<file path="src/sv/sync_length_crc8_deframer_top_defines.svh">
// Assertion helpers shared by the deframer modules.
// Each expects clk and rst to be visible in the module that uses it.
`ifndef SYNC_LENGTH_CRC8_DEFRAMER_TOP_DEFINES_SVH
`define SYNC_LENGTH_CRC8_DEFRAMER_TOP_DEFINES_SVH

// Same-cycle implication, off during reset
`define SLDF_ASSERT_IMPLIES(lbl, ante, cons) \
  lbl: assert property (@(posedge clk) disable iff (rst) (ante) |-> (cons)) \
    else $error("sldf: check failed");

// Next-cycle implication, off during reset
`define SLDF_ASSERT_NEXT(lbl, ante, cons) \
  lbl: assert property (@(posedge clk) disable iff (rst) (ante) |=> (cons)) \
    else $error("sldf: check failed");

`endif

</file>
<file path="src/sv/sldf_pkg.sv">
package sldf_pkg;

  // Field widths
  localparam int BYTE_W     = 8;
  localparam int LEN_W      = 16;
  localparam int CFG_IDX_W  = 2;
  localparam int CFG_DATA_W = 16;

  // Register indexes
  localparam logic [CFG_IDX_W-1:0] CFG_SYNC_BYTE   = 2'd0;
  localparam logic [CFG_IDX_W-1:0] CFG_CRC_POLY    = 2'd1;
  localparam logic [CFG_IDX_W-1:0] CFG_MAX_PAYLOAD = 2'd2;

  // Register reset values
  localparam logic [BYTE_W-1:0] SYNC_BYTE_RST   = 8'd170;
  localparam logic [BYTE_W-1:0] CRC_POLY_RST    = 8'd7;
  localparam logic [LEN_W-1:0]  MAX_PAYLOAD_RST = 16'd1024;

  // Default depth of the command queue
  localparam int SLDF_QUEUE_DEPTH = 4;

  // Command kinds passed from the parser to the executor
  localparam logic [1:0] CMD_CRC_INIT = 2'd0;  // type byte, CRC restarts
  localparam logic [1:0] CMD_CRC_UPD  = 2'd1;  // length byte, CRC only
  localparam logic [1:0] CMD_PAYLOAD  = 2'd2;  // payload byte, CRC and result
  localparam logic [1:0] CMD_END      = 2'd3;  // CRC byte, compare and result

  typedef struct packed {
    logic [1:0]        kind;
    logic [BYTE_W-1:0] data;
    logic [LEN_W-1:0]  index;
    logic [BYTE_W-1:0] mtype;
    logic [LEN_W-1:0]  length;
  } sldf_cmd_t;

  typedef struct packed {
    logic full;
    logic empty;
  } sldf_q_status_t;

  // One byte of CRC-8, MSB first, no reflection
  function automatic logic [BYTE_W-1:0] crc8_step(input logic [BYTE_W-1:0] crc,
                                                  input logic [BYTE_W-1:0] b,
                                                  input logic [BYTE_W-1:0] poly);
    logic [BYTE_W-1:0] v;
    v = crc ^ b;
    for (int i = 0; i < BYTE_W; i++) begin
      v = v[BYTE_W-1] ? ((v << 1) ^ poly) : (v << 1);
    end
    return v;
  endfunction

endpackage

</file>
<file path="src/sv/sldf_if.sv">
// Received byte channel
interface sldf_byte_if import sldf_pkg::*; ();
  logic              valid;
  logic              ready;
  logic [BYTE_W-1:0] rx_data;

  modport source (output valid, output rx_data, input ready);
  modport sink   (input valid, input rx_data, output ready);
endinterface

// Result channel
interface sldf_result_if import sldf_pkg::*; ();
  logic              valid;
  logic              ready;
  logic [BYTE_W-1:0] payload_byte;
  logic [LEN_W-1:0]  payload_index;
  logic [BYTE_W-1:0] message_type;
  logic [LEN_W-1:0]  frame_length;
  logic              frame_end;
  logic              crc_match;

  modport source (output valid, output payload_byte, output payload_index,
                  output message_type, output frame_length, output frame_end,
                  output crc_match, input ready);
  modport sink   (input valid, input payload_byte, input payload_index,
                  input message_type, input frame_length, input frame_end,
                  input crc_match, output ready);
endinterface

// Register write channel
interface sldf_cfg_if import sldf_pkg::*; ();
  logic                  valid;
  logic                  ready;
  logic [CFG_IDX_W-1:0]  index;
  logic [CFG_DATA_W-1:0] data;

  modport source (output valid, output index, output data, input ready);
  modport sink   (input valid, input index, input data, output ready);
endinterface

</file>
<file path="src/sv/sldf_front.sv">
`include "sync_length_crc8_deframer_top_defines.svh"

// Frame parser: tracks the header, classifies each byte into a command.
module sldf_front import sldf_pkg::*; (
  input  logic              clk,
  input  logic              rst,
  sldf_byte_if.sink         rx,
  input  logic [BYTE_W-1:0] sync_byte,
  input  logic [LEN_W-1:0]  max_payload_length,
  input  sldf_q_status_t    q_status,
  output logic              push,
  output sldf_cmd_t         push_cmd
);

  localparam logic [2:0] PH_HUNT    = 3'd0;
  localparam logic [2:0] PH_TYPE    = 3'd1;
  localparam logic [2:0] PH_LEN_LO  = 3'd2;
  localparam logic [2:0] PH_LEN_HI  = 3'd3;
  localparam logic [2:0] PH_PAYLOAD = 3'd4;
  localparam logic [2:0] PH_CRC     = 3'd5;

  logic [2:0]        phase, phase_next;
  logic [BYTE_W-1:0] held_type, held_type_next;
  logic [LEN_W-1:0]  held_length, held_length_next;
  logic [LEN_W-1:0]  byte_counter, byte_counter_next;
  logic [LEN_W-1:0]  len_full;
  logic [LEN_W-1:0]  counter_inc;
  logic              accept;
  logic              cmd_en;

  assign rx.ready    = !q_status.full;
  assign accept      = rx.valid && rx.ready;
  assign len_full    = {rx.rx_data, held_length[BYTE_W-1:0]};
  assign counter_inc = byte_counter + 1'b1;

  // Phase decode and command build
  always_comb begin
    phase_next        = phase;
    held_type_next    = held_type;
    held_length_next  = held_length;
    byte_counter_next = byte_counter;
    cmd_en            = 1'b0;
    push_cmd.kind     = CMD_CRC_UPD;
    push_cmd.data     = rx.rx_data;
    push_cmd.index    = '0;
    push_cmd.mtype    = held_type;
    push_cmd.length   = held_length;
    case (phase)
      PH_HUNT: begin
        if (rx.rx_data == sync_byte) phase_next = PH_TYPE;
      end
      PH_TYPE: begin
        held_type_next = rx.rx_data;
        cmd_en         = 1'b1;
        push_cmd.kind  = CMD_CRC_INIT;
        phase_next     = PH_LEN_LO;
      end
      PH_LEN_LO: begin
        held_length_next = {{(LEN_W-BYTE_W){1'b0}}, rx.rx_data};
        cmd_en           = 1'b1;
        phase_next       = PH_LEN_HI;
      end
      PH_LEN_HI: begin
        held_length_next = len_full;
        cmd_en           = 1'b1;
        if (len_full > max_payload_length) begin
          phase_next = PH_HUNT;
        end else begin
          byte_counter_next = '0;
          phase_next        = (len_full != '0) ? PH_PAYLOAD : PH_CRC;
        end
      end
      PH_PAYLOAD: begin
        cmd_en            = 1'b1;
        push_cmd.kind     = CMD_PAYLOAD;
        push_cmd.index    = byte_counter;
        byte_counter_next = counter_inc;
        if (counter_inc >= held_length) phase_next = PH_CRC;
      end
      PH_CRC: begin
        cmd_en        = 1'b1;
        push_cmd.kind = CMD_END;
        phase_next    = PH_HUNT;
      end
      default: begin
        phase_next = PH_HUNT;
      end
    endcase
  end

  assign push = accept && cmd_en;

  // Parser state
  always_ff @(posedge clk) begin
    if (rst) begin
      phase        <= PH_HUNT;
      held_type    <= '0;
      held_length  <= '0;
      byte_counter <= '0;
    end else if (accept) begin
      phase        <= phase_next;
      held_type    <= held_type_next;
      held_length  <= held_length_next;
      byte_counter <= byte_counter_next;
    end
  end

  `SLDF_ASSERT_IMPLIES(a_payload_in_range, phase == PH_PAYLOAD, byte_counter < held_length)
  `SLDF_ASSERT_IMPLIES(a_no_push_when_full, q_status.full, !push)
  `SLDF_ASSERT_NEXT(a_hunt_after_end, accept && phase == PH_CRC, phase == PH_HUNT)

endmodule

</file>
<file path="src/sv/sldf_queue.sv">
`include "sync_length_crc8_deframer_top_defines.svh"

// Short command queue between parser and executor.
module sldf_queue import sldf_pkg::*; #(
  parameter int DEPTH = SLDF_QUEUE_DEPTH
) (
  input  logic           clk,
  input  logic           rst,
  input  logic           push,
  input  sldf_cmd_t      push_cmd,
  input  logic           pop,
  output sldf_cmd_t      head,
  output sldf_q_status_t status
);

  localparam int PTR_W = (DEPTH > 1) ? $clog2(DEPTH) : 1;
  localparam int CNT_W = $clog2(DEPTH + 1);
  localparam logic [PTR_W-1:0] LAST  = PTR_W'(DEPTH - 1);
  localparam logic [CNT_W-1:0] FULLC = CNT_W'(DEPTH);

  sldf_cmd_t        slots [DEPTH];
  logic [PTR_W-1:0] wr_ptr;
  logic [PTR_W-1:0] rd_ptr;
  logic [CNT_W-1:0] count;

  assign head         = slots[rd_ptr];
  assign status.full  = (count == FULLC);
  assign status.empty = (count == '0);

  // Storage
  always_ff @(posedge clk) begin
    if (push) slots[wr_ptr] <= push_cmd;
  end

  // Pointers and fill count
  always_ff @(posedge clk) begin
    if (rst) begin
      wr_ptr <= '0;
      rd_ptr <= '0;
      count  <= '0;
    end else begin
      if (push) wr_ptr <= (wr_ptr == LAST) ? '0 : wr_ptr + 1'b1;
      if (pop)  rd_ptr <= (rd_ptr == LAST) ? '0 : rd_ptr + 1'b1;
      case ({push, pop})
        2'b10:   count <= count + 1'b1;
        2'b01:   count <= count - 1'b1;
        default: count <= count;
      endcase
    end
  end

  `SLDF_ASSERT_IMPLIES(a_count_bound, 1'b1, count <= FULLC)
  `SLDF_ASSERT_IMPLIES(a_pop_nonempty, pop, count != '0)
  `SLDF_ASSERT_IMPLIES(a_push_not_full, push, count != FULLC)

endmodule

</file>
<file path="src/sv/sldf_back.sv">
`include "sync_length_crc8_deframer_top_defines.svh"

// Executor: runs the CRC over queued commands and registers the results.
module sldf_back import sldf_pkg::*; (
  input  logic              clk,
  input  logic              rst,
  input  logic [BYTE_W-1:0] crc_polynomial,
  input  sldf_cmd_t         head,
  input  sldf_q_status_t    q_status,
  output logic              pop,
  sldf_result_if.source     res
);

  logic [BYTE_W-1:0] running_crc;
  logic [BYTE_W-1:0] crc_base;
  logic [BYTE_W-1:0] crc_new;
  logic              emits;
  logic              slot_free;
  logic              out_valid;

  assign emits     = (head.kind == CMD_PAYLOAD) || (head.kind == CMD_END);
  assign slot_free = !out_valid || res.ready;
  assign pop       = !q_status.empty && (!emits || slot_free);
  assign crc_base  = (head.kind == CMD_CRC_INIT) ? '0 : running_crc;
  assign crc_new   = crc8_step(crc_base, head.data, crc_polynomial);
  assign res.valid = out_valid;

  // Running CRC
  always_ff @(posedge clk) begin
    if (rst) begin
      running_crc <= '0;
    end else if (pop && head.kind != CMD_END) begin
      running_crc <= crc_new;
    end
  end

  // Output word register
  always_ff @(posedge clk) begin
    if (rst) begin
      out_valid <= 1'b0;
    end else if (pop && emits) begin
      out_valid <= 1'b1;
    end else if (res.ready) begin
      out_valid <= 1'b0;
    end
  end

  always_ff @(posedge clk) begin
    if (pop && emits) begin
      res.message_type <= head.mtype;
      res.frame_length <= head.length;
      if (head.kind == CMD_END) begin
        res.payload_byte  <= '0;
        res.payload_index <= '0;
        res.frame_end     <= 1'b1;
        res.crc_match     <= (head.data == running_crc);
      end else begin
        res.payload_byte  <= head.data;
        res.payload_index <= head.index;
        res.frame_end     <= 1'b0;
        res.crc_match     <= 1'b0;
      end
    end
  end

  `SLDF_ASSERT_IMPLIES(a_end_word_clean, out_valid && res.frame_end,
                       res.payload_byte == '0 && res.payload_index == '0)
  `SLDF_ASSERT_IMPLIES(a_no_overwrite, out_valid && !res.ready, !(pop && emits))
  `SLDF_ASSERT_NEXT(a_word_held, out_valid && !res.ready, out_valid)

endmodule

</file>
<file path="src/sv/sync_length_crc8_deframer_top.sv">
// Length-prefixed frame deframer with CRC-8 check. Bytes on rx are parsed as
// sync, type, 16-bit little-endian length, payload and one CRC byte; every
// payload byte comes out on res with its index, and after the CRC byte one end
// word carries type, length and the match flag. A length above
// max_payload_length drops the frame silently. Throughput is one byte per
// clock: the parser takes a byte each cycle while the command queue
// (QUEUE_DEPTH entries) has room, and the executor retires one command per
// cycle while the queue is not empty and res can take the word of a payload
// or end command. A result word passes a queue slot and the output register.
// Registers (0 sync byte, 1 polynomial, 2 max length) are written through cfg,
// which is always ready; write them only while no frame is in flight.
module sync_length_crc8_deframer_top import sldf_pkg::*; #(
  parameter int QUEUE_DEPTH = SLDF_QUEUE_DEPTH
) (
  input  logic          clk,
  input  logic          rst,
  sldf_byte_if.sink     rx,
  sldf_result_if.source res,
  sldf_cfg_if.sink      cfg
);

  logic [BYTE_W-1:0] sync_byte;
  logic [BYTE_W-1:0] crc_polynomial;
  logic [LEN_W-1:0]  max_payload_length;
  logic              push;
  logic              pop;
  sldf_cmd_t         push_cmd;
  sldf_cmd_t         head;
  sldf_q_status_t    q_status;

  assign cfg.ready = 1'b1;

  // Configuration registers
  always_ff @(posedge clk) begin
    if (rst) begin
      sync_byte          <= SYNC_BYTE_RST;
      crc_polynomial     <= CRC_POLY_RST;
      max_payload_length <= MAX_PAYLOAD_RST;
    end else if (cfg.valid) begin
      case (cfg.index)
        CFG_SYNC_BYTE:   sync_byte          <= cfg.data[BYTE_W-1:0];
        CFG_CRC_POLY:    crc_polynomial     <= cfg.data[BYTE_W-1:0];
        CFG_MAX_PAYLOAD: max_payload_length <= cfg.data[LEN_W-1:0];
        default: ;
      endcase
    end
  end

  sldf_front u_front (
    .clk                (clk),
    .rst                (rst),
    .rx                 (rx),
    .sync_byte          (sync_byte),
    .max_payload_length (max_payload_length),
    .q_status           (q_status),
    .push               (push),
    .push_cmd           (push_cmd)
  );

  sldf_queue #(
    .DEPTH (QUEUE_DEPTH)
  ) u_queue (
    .clk      (clk),
    .rst      (rst),
    .push     (push),
    .push_cmd (push_cmd),
    .pop      (pop),
    .head     (head),
    .status   (q_status)
  );

  sldf_back u_back (
    .clk            (clk),
    .rst            (rst),
    .crc_polynomial (crc_polynomial),
    .head           (head),
    .q_status       (q_status),
    .pop            (pop),
    .res            (res)
  );

endmodule
</file>
<file path="src/flat_wrapper.sv">
// flat-port wrapper written by rule: the top's interface ports become plain ports
module sync_length_crc8_deframer_top_flat import sldf_pkg::*;
#(
  parameter int QUEUE_DEPTH = SLDF_QUEUE_DEPTH
)
  (clk, rst, rx_valid, rx_rx_data, rx_ready, res_valid, res_payload_byte, res_payload_index, res_message_type, res_frame_length, res_frame_end, res_crc_match, res_ready, cfg_valid, cfg_index, cfg_data, cfg_ready);
  sldf_byte_if rx_i ();
  sldf_result_if res_i ();
  sldf_cfg_if cfg_i ();
  input  logic clk;
  input  logic rst;
  input wire logic [$bits(rx_i.valid)-1:0] rx_valid;
  input wire logic [$bits(rx_i.rx_data)-1:0] rx_rx_data;
  output wire logic [$bits(rx_i.ready)-1:0] rx_ready;
  output wire logic [$bits(res_i.valid)-1:0] res_valid;
  output wire logic [$bits(res_i.payload_byte)-1:0] res_payload_byte;
  output wire logic [$bits(res_i.payload_index)-1:0] res_payload_index;
  output wire logic [$bits(res_i.message_type)-1:0] res_message_type;
  output wire logic [$bits(res_i.frame_length)-1:0] res_frame_length;
  output wire logic [$bits(res_i.frame_end)-1:0] res_frame_end;
  output wire logic [$bits(res_i.crc_match)-1:0] res_crc_match;
  input wire logic [$bits(res_i.ready)-1:0] res_ready;
  input wire logic [$bits(cfg_i.valid)-1:0] cfg_valid;
  input wire logic [$bits(cfg_i.index)-1:0] cfg_index;
  input wire logic [$bits(cfg_i.data)-1:0] cfg_data;
  output wire logic [$bits(cfg_i.ready)-1:0] cfg_ready;
  assign rx_i.valid = rx_valid;
  assign rx_i.rx_data = rx_rx_data;
  assign rx_ready = rx_i.ready;
  assign res_valid = res_i.valid;
  assign res_payload_byte = res_i.payload_byte;
  assign res_payload_index = res_i.payload_index;
  assign res_message_type = res_i.message_type;
  assign res_frame_length = res_i.frame_length;
  assign res_frame_end = res_i.frame_end;
  assign res_crc_match = res_i.crc_match;
  assign res_i.ready = res_ready;
  assign cfg_i.valid = cfg_valid;
  assign cfg_i.index = cfg_index;
  assign cfg_i.data = cfg_data;
  assign cfg_ready = cfg_i.ready;
  sync_length_crc8_deframer_top #(.QUEUE_DEPTH(QUEUE_DEPTH)) u_core (.clk(clk), .rst(rst), .rx(rx_i), .res(res_i), .cfg(cfg_i));
endmodule
</file>
<file path="config.mk">
export PLATFORM = sky130hd
export DESIGN_NAME = sync_length_crc8_deframer_top_flat
export DESIGN_NICKNAME = d
export VERILOG_FILES = /design/src/sv/sldf_pkg.sv /design/src/sv/sldf_if.sv /design/src/sv/sldf_front.sv /design/src/sv/sldf_queue.sv /design/src/sv/sldf_back.sv /design/src/sv/sync_length_crc8_deframer_top.sv /design/src/flat_wrapper.sv
export VERILOG_INCLUDE_DIRS = /design/src /design/src/sv
export SDC_FILE = /design/constraint.sdc
export NUM_CORES = 1
export LEC_CHECK = 0
export BUFFER_PORTS_ARGS = -buffer_cell sky130_fd_sc_hd__clkbuf_2
export CORE_MARGIN = 2
export CORE_UTILIZATION = 33
export CTS_CLUSTER_DIAMETER = 40
export DETAILED_ROUTE_END_ITERATION = 16
export SLEW_MARGIN = 10
export SYNTH_ARGS = -nofsm -noshare
export SYNTH_HDL_FRONTEND = slang
export SYNTH_SLANG_ARGS = --single-unit
export TNS_END_PERCENT = 20
</file>
<file path="constraint.sdc">
create_clock -name clk -period 7.94 [get_ports clk]
set_clock_uncertainty 0.2 [all_clocks]
set_input_delay 1.191 -clock clk [delete_from_list [all_inputs] [get_ports clk]]
set_output_delay 1.191 -clock clk [all_outputs]
set_load 0.05 [all_outputs]
</file>
==> results <==
- The flow ran to the end, and the final reports show no timing, DRC or antenna violations.
- The root buffer selected by CTS is clkbuf_16.
- The hold violation count in the final report is 0.
- In the layout the commonest cells are 250 x edfxtp_1, 118 x nand2_1, 91 x dfxtp_1, 81 x clkbuf_2, 72 x nor2_1.
- Setup repair after global routing left no endpoint under its margin.
- The total detailed-routing wirelength is around 37000 um.
- The post-synthesis to final-layout area growth is 17.2%.
- Data on the critical path is required at its endpoint by 8190 ps.
- The area share of the largest cell type after synthesis is 47.5%.
- The post-synth net total is 1297.
- The initial antenna violation count is 0.
- In this run the core area contains 80 standard-cell rows.
- The synthesized design spends more area on one cell type than any other, namely edfxtp_1.
- Yosys mapped a number of flops with a built-in enable equal to 250.
- Synthesis inferred between 300 and 400 register bits.
- The number of global-route vias before repair is between 9000 and 10000.
- The longest clock path from root to sink contains 3 buffers.
- The routed wire length per instance is 18.8 um.
- Setup violations remaining at the end of the flow were counted as 0.
- The buffer count from post-CTS setup fixing is 0.
- After technology mapping, the gate count stands at 1226.
- The endpoint class of the critical path is a flip-flop.
- The worst setup path is of the reg2reg kind.
- The final-layout fill cell count is approximately 4500.
- For flop-to-flop paths, the worst setup slack is 2250 ps.
- Timing would allow up to 176 MHz.
- The number of synthesis warnings is 0.
- Entering global routing, the biggest net connects 97 pins.
- VDD sags by at most 0.170 mV.
- The top-level port count is 84.
- The number of different library cells used by synthesis comes to 78.
- The leftover overflow at the end of global routing is 0.
- In this run the tightest slew margin relative to its limit is between 20% and 30%.
- The routed via count is slightly below 10000.
- For the pin with the worst max-slew slack, the measured transition is roughly 1100 ps.
- TritonCTS built the clock tree.
- The die covers 49700 um2.
- For this run, asynchronously set or reset flops after synthesis account for 0%.
- Adding up every negative setup slack in the final design gives 0 ps.
- The worst hold path begins at u_core.max_payload_length[7]$_SDFFE_PP0P_.
- After synthesis, the cell types taking the most area are edfxtp_1 47%, dfxtp_1 12%, mux4_2 7.1%.
- The count of buffers added on input and output ports is 82.
- STA puts the critical path data arrival time at about 5900 ps.
- In this run, post-CTS hold repair placed 0 buffers.
- The number of levels in the clock H-tree is 2.
- The synthesized area is around 16000 um2.
- For the worst flop-to-flop path, the logic depth is 14.
- The via-per-instance ratio is 5.07.
- The tool flagged a number of max-cap violations equal to 0.
- The width of the die is 223 um.
- The share of the cycle needed by the critical path after routing is a little under three quarters.
- Power spread over the standard cell area amounts to 379 nW/um2.
- The first TritonRoute pass finished after 5 iterations.
- The library cell used most frequently in the layout, excluding fill and tap cells, is edfxtp_1.
- The ratio of cells with drive above 1 in the final layout is 19.3%.
- The tree built by TritonCTS fans out to 343 sinks.
- The timing endpoint of the critical path is u_core.u_back.running_crc[6]$_SDFFE_PP0P_.
- The final layout net count is 1370.
- In this run, the number of DRC markers left after iteration 0 of detailed routing was 716.
- The classification of the worst-slack hold path is reg2reg.
- The mean instance size in the synthesized netlist is 12.9 um2.
- After layout, the minimum clock period comes to 5690 ps.
- At the end of routability-driven placement, the weighted congestion stood at 0.854.
- The number of nets with antenna violations after detailed routing is 0.
- In this run the standard cell core region covers 47500 um2.
- The first global-routing pass estimated 57400 um of wire.
- For this run, design rule violations remaining after detail routing come to 0.
- The most instantiated flip-flop cell in the synthesis netlist is edfxtp_1.
- The initial core utilization is 33.3%.
- In this run, CTS created clock tree buffers numbering 50.
- The cell leakage power is 6.67 nW.
- The highest net fanout along the worst path is 13.
- The detailed placer's ending HPWL is 23400 um.
- Once the clock tree was built, the resizer swapped 0 gates to a different size.
- The sequential area share after synthesis is 59.2%.
- The number of max-slew violations in the final report came to 0.
- The insertion delay to the later sink of the worst-skew pair is 580 ps.
- The number of inserted diodes is 0.
- The height of the die is 223 um.
- The final non-filler cell total is 1955.
- In the global route stage, overall resource usage came out at 14.9%.
- The type of origin of the critical path is a flip-flop.
- The critical register-to-register path endpoint is u_core.u_back.running_crc[6]$_SDFFE_PP0P_.
- The register clock-pin slew on the reported worst setup and hold paths is 60 ps.
- After layout, the design draws a total of 7.02 mW.
- The number of placed cells counting well taps is 1862.
-- cell type report --
type	count	area [um2]	area share (%)
Tap cell	615	769	4.15
Multi-Input combinational cell	771	6000	32.4
Clock buffer	64	1390	7.48
Sequential cell	343	9370	50.6
Timing Repair Buffer	91	480	2.59
Clock inverter	29	363	1.96
Inverter	42	158	0.851
-- state kept, by name, indices dropped and copies added (netlist names), 2 cells and up, named ones only --
signal                           cells
u_core.u_front.held_length          16
u_core.u_back.res.payload_index     16
u_core.u_front.byte_counter         16
u_core.u_front.held_type             8
u_core.u_back.res.frame_length      16
u_core.u_queue.wr_ptr                2
u_core.crc_polynomial                8
u_core.u_queue.slots               200
u_core.u_back.res.message_type       8
u_core.max_payload_length           16
u_core.u_queue.rd_ptr                2
u_core.sync_byte                     8
u_core.u_back.res.payload_byte       8
u_core.u_front.phase                 3
u_core.u_queue.count                 3
u_core.u_back.running_crc            8
-- cell usage after synthesis (34+ instances only) --
master / number
dfxtp_1: 93
a21oi_1: 69
mux4_2: 50
clkbuf_1: 54
nand2_1: 118
nor2b_1: 34
nor2_1: 72
edfxtp_1: 250
o21ai_0: 44
inv_1: 41
xnor2_1: 44
ha_1: 39
-- worst max-delay path, cell delays in order, from the launching register on --
cell       delay [ps]
dfxtp_4           470
mux4_2            640
o21a_1            400
xnor2_4           400
o311ai_1          200
a2111oi_2         570
nor2_2            160
xor3_1            420
o221ai_4          420
xor2_4            200
or3_1             400
nand3_2           100
xor2_2            450
a2111oi_0         200
a311o_1           320
-- per-layer routing --
metal | wire, um | track usage [%]
met1 | 16800 | 20.8
met2 | 17100 | 23.5
met3 | 2250 | 3.25
met4 | 575 | 3.75
met5 | 0 | 0
-- metrics by stage --
stage               hold WS [ps]  setup WS [ps]  utilization [%]  cell area, um2
finish                       253           2250             39.0           18500
global route                 273           1850             39.0           18500
CTS                          257           2270             39.0           18500
detailed placement           249           2320             35.3           16800
global placement             246           2390             35.3           16800
floorplan                    236           3170                -           15800
-- report_power, final --
part / leakage [nW] / total (mW) / switching (mW) / internal, mW
combinational: 2.73 / 2.47 / 1.54 / 0.935
clock: 0.848 / 2.26 / 0.865 / 1.40
sequential: 3.09 / 2.28 / 0.104 / 2.18
-- logic make-up (layout without fill, tap and decap cells) --
kind of cell	after synthesis	in the layout	synth area share (%)
compound gates	199	199	8.35
xor+xnor	88	88	6.15
fa+ha+maj	40	40	3.21
buf+inv	112	226	2.89
flops	343	343	59.2
mux	71	71	8.45
other cells	1	1	0.0237
simple gates	372	372	11.7
-- how the worst min path moves through the flow --
| stage | to | slack [ps] | cells past startpoint |
|---|---|---|---|
| global placement | u_core.max_payload_length[3]$_SDFFE_PP0P_ | 250 | 2 |
| detailed placement | u_core.max_payload_length[3]$_SDFFE_PP0P_ | 250 | 2 |
| finish | u_core.max_payload_length[7]$_SDFFE_PP0P_ | 250 | 2 |
| global route | u_core.max_payload_length[3]$_SDFFE_PP0P_ | 270 | 2 |
| CTS | u_core.max_payload_length[3]$_SDFFE_PP0P_ | 260 | 2 |
| floorplan | u_core.max_payload_length[11]$_SDFFE_PP0P_ | 240 | 2 |
(Power assumes the default switching activity.)
